`src/sv/gfit_pkg.sv`:
```
// ----------------------------------------------------------------------------
// gfit_pkg
// Shared types, constants and helpers of the grid first-fit placement unit.
// ----------------------------------------------------------------------------
package gfit_pkg;

   localparam int MAX_COLUMNS = 16;
   localparam int MAX_ROWS    = 16;

   localparam int COL_W      = $clog2(MAX_COLUMNS);
   localparam int ROW_W      = $clog2(MAX_ROWS);
   localparam int ADDR_W     = COL_W + ROW_W;
   localparam int GRID_DEPTH = 1 << ADDR_W;

   localparam int DIM_W   = 5;          // rectangle sides and grid extents
   localparam int TAG_W   = 8;
   localparam int POS_W   = 4;
   localparam int FREE_W  = 9;
   localparam int AREA_W  = 2 * DIM_W;
   localparam int BND_W   = 8;          // room for a position plus a side
   localparam int CSR_IDX_W = 1;

   localparam logic [TAG_W-1:0] EMPTY_CELL = 8'hff;

   localparam logic [CSR_IDX_W-1:0] CSR_GRID_COLUMNS = 1'b0;
   localparam logic [CSR_IDX_W-1:0] CSR_GRID_ROWS    = 1'b1;

   localparam logic FUNC_PLACE = 1'b0;
   localparam logic FUNC_CLEAR = 1'b1;

   typedef enum logic [2:0] {
      ST_IDLE,
      ST_COUNT,
      ST_SPOT,
      ST_SCAN,
      ST_FILL,
      ST_DONE
   } state_type;

   typedef struct packed {
      logic             func;
      logic [DIM_W-1:0] item_width;
      logic [DIM_W-1:0] item_height;
      logic [TAG_W-1:0] owner_tag;
   } req_data_type;

   typedef struct packed {
      logic              placed;
      logic [POS_W-1:0]  pos_x;
      logic [POS_W-1:0]  pos_y;
      logic              rotated;
      logic [FREE_W-1:0] free_cells;
   } rsp_data_type;

   // Limit a configured extent to 1..max_v.
   function automatic logic [DIM_W-1:0] clamp_extent(input logic [DIM_W-1:0] v,
                                                     input int max_v);
      logic [DIM_W-1:0] r;
      r = v;
      if (v == '0) begin
         r = DIM_W'(1);
      end else if (int'(v) > max_v) begin
         r = DIM_W'(max_v);
      end
      return r;
   endfunction

endpackage

```
`src/sv/gfit_chan_if.sv`:
```
// ----------------------------------------------------------------------------
// gfit_req_if / gfit_rsp_if
// Valid/ready channels carrying request and response transactions.
// ----------------------------------------------------------------------------
interface gfit_req_if;
   import gfit_pkg::*;

   logic         valid;
   logic         ready;
   req_data_type data;

   modport source (output valid, output data, input ready);
   modport sink   (input valid, input data, output ready);
endinterface

interface gfit_rsp_if;
   import gfit_pkg::*;

   logic         valid;
   logic         ready;
   rsp_data_type data;

   modport source (output valid, output data, input ready);
   modport sink   (input valid, input data, output ready);
endinterface

```
`src/sv/grid_rectangle_first_fit_unit.sv`:
```
// ----------------------------------------------------------------------------
// grid_rectangle_first_fit_unit
// First-fit placement of rectangles on a grid of 8-bit cells held in RAM.
// ----------------------------------------------------------------------------
//
//  channel | dir | handshake          | payload
//  --------+-----+--------------------+-------------------------------------
//  req_if  | in  | valid/ready        | func, item_width, item_height, tag
//  rsp_if  | out | valid/ready        | placed, pos_x, pos_y, rotated, free
//  csr_*   | in  | write enable only  | index 0 columns, 1 rows (5 bits)
//
//  A clear transaction goes straight from the request to the response. A
//  place transaction first sweeps the area in use to count free cells (one
//  RAM read per cycle), then, if enough are free, tries each candidate
//  spot, unrotated and then rotated: a bounds check, then cell reads until
//  a taken cell is met, then writes of the w x h cells on a fit, then the
//  loading of the response. Reset is synchronous and marks every cell empty
//  at once through per-cell valid bits; no clearing pass is needed. A
//  stalled response holds in its output register while the next request is
//  taken and worked on; the unit then waits in its final state for the slot.
//
module grid_rectangle_first_fit_unit (
   input  logic                               clock,
   input  logic                               reset,
   gfit_req_if.sink                           req_if,
   gfit_rsp_if.source                         rsp_if,
   input  logic                               csr_we,
   input  logic [gfit_pkg::CSR_IDX_W-1:0]     csr_index,
   input  logic [gfit_pkg::DIM_W-1:0]         csr_wdata
);
   import gfit_pkg::*;

   // ---------------------------------------------------------------------
   // Registers
   // ---------------------------------------------------------------------
   state_type            state_ff, state_in;
   logic [DIM_W-1:0]     cols_ff, rows_ff;
   logic [DIM_W-1:0]     w_ff, w_in, h_ff, h_in;
   logic [TAG_W-1:0]     tag_ff, tag_in;
   logic [AREA_W-1:0]    area_ff, area_in;
   logic [FREE_W-1:0]    cnt_ff, cnt_in;
   logic [COL_W-1:0]     pos_x_ff, pos_x_in, cur_x_ff, cur_x_in;
   logic [ROW_W-1:0]     pos_y_ff, pos_y_in, cur_y_ff, cur_y_in;
   logic                 rot_ff, rot_in;
   logic                 placed_ff, placed_in;
   logic                 clr_ff, clr_in;
   logic                 rsp_vld_ff, rsp_vld_in;
   rsp_data_type         rsp_data_ff, rsp_data_in;

   // Cell store: data in RAM, per-cell valid bits in flops
   logic [TAG_W-1:0]      grid_mem [GRID_DEPTH];
   logic [GRID_DEPTH-1:0] cell_vld_ff;
   logic [TAG_W-1:0]      rd_data_ff;
   logic                  rd_vld_ff;
   logic [ADDR_W-1:0]     rd_addr, wr_addr;
   logic                  wr_en, clr_grid;

   // ---------------------------------------------------------------------
   // Helpers
   // ---------------------------------------------------------------------
   logic [DIM_W-1:0]  cols_use, rows_use, dw, dh;
   logic [BND_W-1:0]  rect_x_end, rect_y_end;
   logic              fits_bounds, zero_dim, cell_empty;
   logic              cnt_row_end, cnt_last, rect_row_end, rect_last, pos_last;
   logic              req_fire, out_free;
   logic [FREE_W-1:0] cnt_total;
   logic [AREA_W-1:0] grid_area;

   assign cols_use = clamp_extent(cols_ff, MAX_COLUMNS);
   assign rows_use = clamp_extent(rows_ff, MAX_ROWS);

   // Swap sides when trying the rotated rectangle
   assign dw = rot_ff ? h_ff : w_ff;
   assign dh = rot_ff ? w_ff : h_ff;

   assign rect_x_end  = BND_W'(pos_x_ff) + BND_W'(dw);
   assign rect_y_end  = BND_W'(pos_y_ff) + BND_W'(dh);
   assign fits_bounds = (rect_x_end <= BND_W'(cols_use)) && (rect_y_end <= BND_W'(rows_use));
   assign zero_dim    = (dw == '0) || (dh == '0);

   // Read data always belongs to the current cursor cell
   assign cell_empty = !rd_vld_ff || (rd_data_ff == EMPTY_CELL);

   assign cnt_row_end  = (BND_W'(cur_x_ff) + BND_W'(1)) == BND_W'(cols_use);
   assign cnt_last     = cnt_row_end && ((BND_W'(cur_y_ff) + BND_W'(1)) == BND_W'(rows_use));
   assign rect_row_end = (BND_W'(cur_x_ff) + BND_W'(1)) == rect_x_end;
   assign rect_last    = rect_row_end && ((BND_W'(cur_y_ff) + BND_W'(1)) == rect_y_end);
   assign pos_last     = ((BND_W'(pos_x_ff) + BND_W'(1)) == BND_W'(cols_use)) &&
                         ((BND_W'(pos_y_ff) + BND_W'(1)) == BND_W'(rows_use));

   assign cnt_total = cnt_ff + FREE_W'(cell_empty);
   assign grid_area = AREA_W'(cols_use) * AREA_W'(rows_use);

   assign req_if.ready = (state_ff == ST_IDLE);
   assign req_fire     = req_if.valid && req_if.ready;
   assign out_free     = !rsp_vld_ff || rsp_if.ready;

   assign rsp_if.valid = rsp_vld_ff;
   assign rsp_if.data  = rsp_data_ff;

   // ---------------------------------------------------------------------
   // Next state
   // ---------------------------------------------------------------------
   always_comb begin
      state_in = state_ff;
      case (state_ff)
         ST_IDLE: begin
            if (req_fire) begin
               state_in = (req_if.data.func == FUNC_CLEAR) ? ST_DONE : ST_COUNT;
            end
         end
         ST_COUNT: begin
            if (cnt_last) begin
               state_in = (AREA_W'(cnt_total) >= area_ff) ? ST_SPOT : ST_DONE;
            end
         end
         ST_SPOT: begin
            if (fits_bounds) begin
               state_in = zero_dim ? ST_DONE : ST_SCAN;
            end else if (rot_ff && pos_last) begin
               state_in = ST_DONE;
            end
         end
         ST_SCAN: begin
            if (!cell_empty) begin
               state_in = (rot_ff && pos_last) ? ST_DONE : ST_SPOT;
            end else if (rect_last) begin
               state_in = ST_FILL;
            end
         end
         ST_FILL: begin
            if (rect_last) begin
               state_in = ST_DONE;
            end
         end
         ST_DONE: begin
            if (out_free) begin
               state_in = ST_IDLE;
            end
         end
         default: state_in = ST_IDLE;
      endcase
   end

   // ---------------------------------------------------------------------
   // Datapath next values
   // ---------------------------------------------------------------------
   always_comb begin
      w_in        = w_ff;
      h_in        = h_ff;
      tag_in      = tag_ff;
      area_in     = area_ff;
      cnt_in      = cnt_ff;
      pos_x_in    = pos_x_ff;
      pos_y_in    = pos_y_ff;
      cur_x_in    = cur_x_ff;
      cur_y_in    = cur_y_ff;
      rot_in      = rot_ff;
      placed_in   = placed_ff;
      clr_in      = clr_ff;
      rsp_vld_in  = rsp_vld_ff && !rsp_if.ready;
      rsp_data_in = rsp_data_ff;
      wr_en       = 1'b0;
      clr_grid    = 1'b0;

      case (state_ff)
         ST_IDLE: begin
            if (req_fire) begin
               // Latch the request and park every cursor at the origin
               w_in      = req_if.data.item_width;
               h_in      = req_if.data.item_height;
               tag_in    = req_if.data.owner_tag;
               area_in   = AREA_W'(req_if.data.item_width) * AREA_W'(req_if.data.item_height);
               cnt_in    = '0;
               pos_x_in  = '0;
               pos_y_in  = '0;
               cur_x_in  = '0;
               cur_y_in  = '0;
               rot_in    = 1'b0;
               clr_in    = (req_if.data.func == FUNC_CLEAR);
               placed_in = (req_if.data.func == FUNC_CLEAR);
               clr_grid  = (req_if.data.func == FUNC_CLEAR);
            end
         end
         ST_COUNT: begin
            // Sweep the area in use, one cell a cycle
            cnt_in = cnt_total;
            if (cnt_row_end) begin
               cur_x_in = '0;
               cur_y_in = ROW_W'(cur_y_ff + 1'b1);
            end else begin
               cur_x_in = COL_W'(cur_x_ff + 1'b1);
            end
            if (cnt_last) begin
               cur_x_in = pos_x_ff;
               cur_y_in = pos_y_ff;
            end
         end
         ST_SPOT: begin
            if (fits_bounds) begin
               cur_x_in  = pos_x_ff;
               cur_y_in  = pos_y_ff;
               placed_in = zero_dim;
            end else if (!rot_ff) begin
               rot_in = 1'b1;
            end else begin
               rot_in = 1'b0;
               if ((BND_W'(pos_x_ff) + BND_W'(1)) == BND_W'(cols_use)) begin
                  pos_x_in = '0;
                  pos_y_in = ROW_W'(pos_y_ff + 1'b1);
               end else begin
                  pos_x_in = COL_W'(pos_x_ff + 1'b1);
               end
            end
         end
         ST_SCAN: begin
            if (!cell_empty) begin
               // Taken cell: drop this candidate, try the next
               if (!rot_ff) begin
                  rot_in = 1'b1;
               end else begin
                  rot_in = 1'b0;
                  if ((BND_W'(pos_x_ff) + BND_W'(1)) == BND_W'(cols_use)) begin
                     pos_x_in = '0;
                     pos_y_in = ROW_W'(pos_y_ff + 1'b1);
                  end else begin
                     pos_x_in = COL_W'(pos_x_ff + 1'b1);
                  end
               end
            end else if (rect_last) begin
               // Whole spot is empty: rewind the cursor for the fill
               placed_in = 1'b1;
               cur_x_in  = pos_x_ff;
               cur_y_in  = pos_y_ff;
            end else if (rect_row_end) begin
               cur_x_in = pos_x_ff;
               cur_y_in = ROW_W'(cur_y_ff + 1'b1);
            end else begin
               cur_x_in = COL_W'(cur_x_ff + 1'b1);
            end
         end
         ST_FILL: begin
            wr_en = 1'b1;
            if (rect_row_end) begin
               cur_x_in = pos_x_ff;
               cur_y_in = ROW_W'(cur_y_ff + 1'b1);
            end else begin
               cur_x_in = COL_W'(cur_x_ff + 1'b1);
            end
         end
         ST_DONE: begin
            if (out_free) begin
               rsp_vld_in             = 1'b1;
               rsp_data_in.placed     = placed_ff;
               rsp_data_in.pos_x      = placed_ff ? POS_W'(pos_x_ff) : '0;
               rsp_data_in.pos_y      = placed_ff ? POS_W'(pos_y_ff) : '0;
               rsp_data_in.rotated    = placed_ff && !clr_ff && rot_ff;
               // Placed cells were all empty and inside the area
               if (clr_ff) begin
                  rsp_data_in.free_cells = FREE_W'(grid_area);
               end else if (placed_ff && (tag_ff != EMPTY_CELL)) begin
                  rsp_data_in.free_cells = cnt_ff - FREE_W'(area_ff);
               end else begin
                  rsp_data_in.free_cells = cnt_ff;
               end
            end
         end
         default: begin
         end
      endcase
   end

   assign rd_addr = {cur_y_in, cur_x_in};
   assign wr_addr = {cur_y_ff, cur_x_ff};

   // ---------------------------------------------------------------------
   // Cell RAM: one write and one registered read per cycle
   // ---------------------------------------------------------------------
   always_ff @(posedge clock) begin
      if (wr_en) begin
         grid_mem[wr_addr] <= tag_ff;
      end
      rd_data_ff <= grid_mem[rd_addr];
   end

   always_ff @(posedge clock) begin
      if (reset || clr_grid) begin
         cell_vld_ff <= '0;
      end else if (wr_en) begin
         cell_vld_ff[wr_addr] <= 1'b1;
      end
      rd_vld_ff <= cell_vld_ff[rd_addr];
   end

   // ---------------------------------------------------------------------
   // Control registers
   // ---------------------------------------------------------------------
   always_ff @(posedge clock) begin
      if (reset) begin
         state_ff   <= ST_IDLE;
         cols_ff    <= DIM_W'(16);
         rows_ff    <= DIM_W'(16);
         rsp_vld_ff <= 1'b0;
      end else begin
         state_ff   <= state_in;
         rsp_vld_ff <= rsp_vld_in;
         if (csr_we) begin
            case (csr_index)
               CSR_GRID_COLUMNS: cols_ff <= csr_wdata;
               CSR_GRID_ROWS:    rows_ff <= csr_wdata;
               default: begin
               end
            endcase
         end
      end
   end

   // Payload registers: no reset
   always_ff @(posedge clock) begin
      w_ff        <= w_in;
      h_ff        <= h_in;
      tag_ff      <= tag_in;
      area_ff     <= area_in;
      cnt_ff      <= cnt_in;
      pos_x_ff    <= pos_x_in;
      pos_y_ff    <= pos_y_in;
      cur_x_ff    <= cur_x_in;
      cur_y_ff    <= cur_y_in;
      rot_ff      <= rot_in;
      placed_ff   <= placed_in;
      clr_ff      <= clr_in;
      rsp_data_ff <= rsp_data_in;
   end

endmodule
```
`src/flat_wrapper.sv`:
```
// flat-port wrapper written by rule: the top's interface ports become plain ports
module grid_rectangle_first_fit_unit_flat import gfit_pkg::*;
  (clock, reset, csr_we, csr_index, csr_wdata, req_if_valid, req_if_data, req_if_ready, rsp_if_valid, rsp_if_data, rsp_if_ready);
  gfit_req_if req_if_i ();
  gfit_rsp_if rsp_if_i ();
  input  logic clock;
  input  logic reset;
  input  logic csr_we;
  input  logic [gfit_pkg::CSR_IDX_W-1:0] csr_index;
  input  logic [gfit_pkg::DIM_W-1:0] csr_wdata;
  input wire logic [$bits(req_if_i.valid)-1:0] req_if_valid;
  input wire logic [$bits(req_if_i.data)-1:0] req_if_data;
  output wire logic [$bits(req_if_i.ready)-1:0] req_if_ready;
  output wire logic [$bits(rsp_if_i.valid)-1:0] rsp_if_valid;
  output wire logic [$bits(rsp_if_i.data)-1:0] rsp_if_data;
  input wire logic [$bits(rsp_if_i.ready)-1:0] rsp_if_ready;
  assign req_if_i.valid = req_if_valid;
  assign req_if_i.data = req_if_data;
  assign req_if_ready = req_if_i.ready;
  assign rsp_if_valid = rsp_if_i.valid;
  assign rsp_if_data = rsp_if_i.data;
  assign rsp_if_i.ready = rsp_if_ready;
  grid_rectangle_first_fit_unit u_core (.clock(clock), .reset(reset), .req_if(req_if_i), .rsp_if(rsp_if_i), .csr_we(csr_we), .csr_index(csr_index), .csr_wdata(csr_wdata));
endmodule
```
`config.mk`:
```
export PLATFORM = sky130hd
export DESIGN_NAME = grid_rectangle_first_fit_unit_flat
export DESIGN_NICKNAME = d
export VERILOG_FILES = /design/src/sv/gfit_pkg.sv /design/src/sv/gfit_chan_if.sv /design/src/sv/grid_rectangle_first_fit_unit.sv /design/src/flat_wrapper.sv
export SDC_FILE = /design/constraint.sdc
export NUM_CORES = 2
export LEC_CHECK = 0
export BUFFER_PORTS_ARGS = -buffer_cell sky130_fd_sc_hd__buf_2
export CORE_ASPECT_RATIO = 0.9
export CORE_UTILIZATION = 40
export CTS_CLUSTER_DIAMETER = 50
export DETAILED_ROUTE_END_ITERATION = 12
export PLACE_DENSITY = 0.63
export SLEW_MARGIN = 30
export SYNTH_ARGS = -nofsm -noshare
export SYNTH_HDL_FRONTEND = slang
export SYNTH_SLANG_ARGS = --single-unit
```
`constraint.sdc`:
```
create_clock -name clock -period 7.1 [get_ports clock]
set_input_delay 0.71 -clock clock [delete_from_list [all_inputs] [get_ports clock]]
set_output_delay 0.71 -clock clock [all_outputs]
set_load 0.01 [all_outputs]
```
==> qor.csv <==
stage,metric,value,unit
logic_synthesis,area fraction of the dominant cell type after synthesis,0.648,
power,sequential share of power,0.300,
finish,antenna diode count,0,
worst_setup_path,crit path max fanout,32,
worst_setup_path,crit path launch type,flop,
timing,RSZ-0062 raised after global routing,false,
worst_setup_path,R2R depth,22,
floorplanning,DIE AREA,247000,sq um
logic_synthesis,number of synthesized flops with an enable pin,2115,
worst_setup_path,CP Data Required Time,7.94,ns
worst_setup_path,Worst setup EP type,flop,
logic_synthesis,sequential area share after synthesis,0.707,
place,placer congestion estimate,0.912,
logic_synthesis,Post-Syn Area,98000,sq um
timing,final hold viol count,0,
timing,fmax,143,MHz
worst_hold_path,hold path cells,3,
timing,pin slew with the least headroom to its limit,1.16,ns
logic_synthesis,Yosys top cell by area,edfxtp_1,
worst_setup_path,CP top delay family,compound AO/OA/AOI/OAI gates,
worst_setup_path,CP bufs+invs,2,
drt,DR iter-0 viols,9369,
cts,htree depth,5,
timing,Setup Skew,0.0774,ns
finish,post-route cell area,112000,sq um
drt,Antenna Nets Post-Route,0,
global_route,met1 Use GR,0.333,
logic_synthesis,"top cells by area, synth","edfxtp_1, nand2_1, dfxtp_1",
worst_hold_path,Min-Delay Path Class,in2reg,
finish,layout cell share with drive strength beyond 1,0.101,
power,Pwr Density,486,nW/um^2
worst_setup_path,"Slowest-stage cell, CP",buf_4,
global_route,M2 GR Usage,0.335,
drt,DR pass1 iterations,7,
worst_setup_path,critical path type,reg2reg,
worst_setup_path,r2r setup slk,0.1,ns
floorplanning,Die W,524,microns
drt,DRC viols,0,
place,hpwl dp,172,mm
floorplanning,Rows,172,
cts,CTS max path bufs,4,
global_route,largest net degree at the start of global routing,197,
worst_setup_path,crit path cell chain,"mux2_2, ha_1, fa_1, a21o_1, a21oi_1, xor2_1, ha_1, and3_1, o21ai_0, a32oi_1, nor4_2, a221o_1, a221oi_4, buf_4, nor2_1, a32oi_1, nand4_1, nor2_1, nor4_1, buf_4, a31oi_1, nor4bb_1",
cts,worst skew pair latency,0.94,ns
cts,clock tree sinks,2402,
logic_synthesis,Post-synth top flop,edfxtp_1,
drt,vias after detailed routing,66717,
status,status,finished clean,
finish,# fillers,21506,
logic_synthesis,Post-Synthesis Net Count,8219,
power,Clk pwr share,0.263,
finish,nets,8338,
global_route,Total GRT Usage,0.227,
timing,Fin Hold WS,0.0592,ns
power,Comb pwr share,0.437,
place,post-place instance area,103000,sq um
cts,CTS tree,built,
timing,"Slew Viols, Final",0,
power,Sw Pwr,22.6,mW
global_route,met3 usage,0.0433,
worst_setup_path,"Data arrival, critical path",7.84,ns
floorplanning,# IOs,51,
timing,Max-Slew Margin vs Limit,0.224,
job,max-cap viol count,0,
drt,routed length per placed instance,24.5,microns
worst_setup_path,total stage count of the critical path,22,
power,worst ir drop on vdd,0.000516,V
global_route,antenna violations before repair,7,
power,P_leak,38.8,nW
timing,fin crit share,0.986,
cts,clock tree root buffer cell,clkbuf_16,
logic_synthesis,yosys warns,0,
worst_setup_path,critical path's largest stage delay,0.59,ns
floorplanning,Placeable Area,244000,sq um
cts,CTS Buf Count,288,
logic_synthesis,Synth async-reset ratio,0,
power,switching portion of total power,0.415,
global_route,Top Usage Layer GRT,met2,
place,I/O Buffers,50,
drt,final wirelength,285,mm
logic_synthesis,Yosys reg bits,2402,
timing,setup violators final,0,
drt,vias per cell,5.73,
global_route,first-pass GRT wire length,419,mm
floorplanning,die height,472,microns
logic_synthesis,Netlist cell types,86,
global_route,GR Overflow Total,0,
timing,Setup TNS,0,ns
finish,Synth-to-Final Area Change,14.6,%
global_route,vias in the first global route,62705,
finish,final core occ,0.461,
timing,Final Critical Period,7.00,ns
floorplanning,initial core utilization,0.402,
logic_synthesis,post-synthesis average cell area,12.1,sq um
logic_synthesis,Mapped Cells,8087,
cts,"Reg clk slew, reported paths",0.06,ns
power,Int Pwr,31.9,mW
## repair_timing
action                                  4_1_cts  5_1_grt
pin swaps                                     0        5
buffers inserted                              0        8
endpoints found under the setup margin        4        9
hold buffers                                 11        0
hold endpoints to repair                     12        0
gates resized for setup                       1        6
## worst reg2reg max path, cell delays in order (launching register included)
cell,delay [ns]
edfxtp_1,0.48
mux2_2,0.39
ha_1,0.23
fa_1,0.45
a21o_1,0.18
a21oi_1,0.29
xor2_1,0.13
ha_1,0.33
and3_1,0.18
o21ai_0,0.09
a32oi_1,0.29
nor4_2,0.12
a221o_1,0.41
a221oi_4,0.31
buf_4,0.59
nor2_1,0.38
a32oi_1,0.52
nand4_1,0.36
nor2_1,0.21
nor4_1,0.07
buf_4,0.19
a31oi_1,0.38
nor4bb_1,0.34
## registers in the layout, summed over array words and instances (netlist names), 3 cells and up
| register | cells |
|---|---|
| u_core.cell_vld_ff | 256 |
| u_core.cols_ff | 5 |
| u_core.cnt_ff | 9 |
| u_core.pos_x_ff | 4 |
| u_core.cur_y_ff | 4 |
| u_core.h_ff | 5 |
| u_core.w_ff | 5 |
| u_core.pos_y_ff | 4 |
| u_core.area_ff | 10 |
| u_core.tag_ff | 8 |
| u_core.rsp_if.data | 19 |
| u_core.cur_x_ff | 4 |
| u_core.state_ff | 3 |
| u_core.grid_mem | 2048 |
| u_core.rd_data_ff | 8 |
| u_core.rows_ff | 5 |
## stage by stage
stage	setup WS [ns]	instances	total power [mW]
4_1_cts	0.00328	11629	54.2
5_1_grt	0.00206	11638	56.8
3_3_place_gp	-0.190	11114	39.7
6_report	0.0975	11638	54.6
2_1_floorplan	1.49	8087	31.0
3_5_place_dp	0.00408	11115	39.9
## path summary, 6_finish.rpt
kind	startpoint	end
max	u_core.rot_ff$_SDFFCE_PP0P_	u_core.rd_data_ff[6]$_DFF_P_
min reg2reg	u_core.cell_vld_ff[238]$_SDFFE_PP0P_	u_core.cell_vld_ff[238]$_SDFFE_PP0P_
min	csr_wdata[0]	u_core.rows_ff[0]$_SDFFE_PP0P_
max reg2reg	u_core.rot_ff$_SDFFCE_PP0P_	u_core.rd_data_ff[6]$_DFF_P_
## cell usage after synthesis, drive strengths merged (7+ instances only)
| master | count |
|---|---|
| fa | 20 |
| mux2 | 9 |
| and3 | 137 |
| a22o | 7 |
| inv | 75 |
| o22ai | 69 |
| clkbuf | 248 |
| nand4 | 104 |
| nand2 | 2040 |
| dfxtp | 287 |
| buf | 245 |
| nor2 | 803 |
| o31ai | 11 |
| o21ai | 43 |
| ha | 82 |
| a211oi | 25 |
| o21ba | 25 |
| o41ai | 8 |
| a311oi | 13 |
| a31oi | 145 |
| xnor2 | 44 |
| nor2b | 16 |
| nand3 | 738 |
| or3 | 7 |
| xor2 | 13 |
| and2 | 43 |
| edfxtp | 2115 |
| a22oi | 46 |
| a211o | 7 |
| a21o | 23 |
| nor4 | 44 |
| mux2i | 195 |
| nor3 | 32 |
| a21oi | 173 |
| a32oi | 113 |
| nand2b | 11 |
## layout make-up
cell class / count / area [sq um] / area share
Clock inverter: 123 / 1280 / 0.0114
Timing Repair Buffer: 322 / 2960 / 0.0263
Clock buffer: 380 / 7910 / 0.0704
Sequential cell: 2402 / 69300 / 0.617
Inverter: 75 / 312 / 0.00277
Multi-Input combinational cell: 5117 / 26600 / 0.237
Tap cell: 3219 / 4030 / 0.0359
## placed cells by master, fill, tap and decap left out, types with 68 or more instances in the layout
cell type and n:
a21oi_1 172, a31oi_1 145, a32oi_1 113, and3_1 136, buf_4 211, clkbuf_16 295, dfxtp_1 287, edfxtp_1 2115
ha_1 82, inv_1 68, mux2i_1 194, nand2_1 2033, nand3_1 737, nand4_1 104, nor2_1 751, o22ai_1 69
## per-layer routing
| layer | vias to the layer above | part of all wire |
|---|---|---|
| li1 | 29407 | - |
| met1 | 33149 | 0.42 |
| met2 | 3670 | 0.44 |
| met3 | 485 | 0.10 |
| met4 | 6 | 0.031 |
| met5 | - | 0.00021 |
## power groups by stage
stage / registers (mW) / clock network, mW / logic, mW
2_1_floorplan: 17.0 / 0 / 14.0
3_3_place_gp: 16.7 / 0 / 23.0
3_5_place_dp: 16.7 / 0 / 23.2
4_1_cts: 16.4 / 14.5 / 23.3
5_1_grt: 16.4 / 15.0 / 25.3
6_report: 16.4 / 14.3 / 23.9
## cell families (layout without fill, tap and decap cells)
family	Yosys count	after routing	share of synthesized area
AOI/OAI and AO/OA	758	758	0.0538
xor gates and xnor gates	62	62	0.00641
adders and majority gates	102	102	0.0146
buffers and inverters	568	900	0.0246
DFF	2402	2402	0.707
muxes	204	204	0.0210
and+or+nand+nor	3991	3991	0.173
Power figures use the tool's default switching activity.
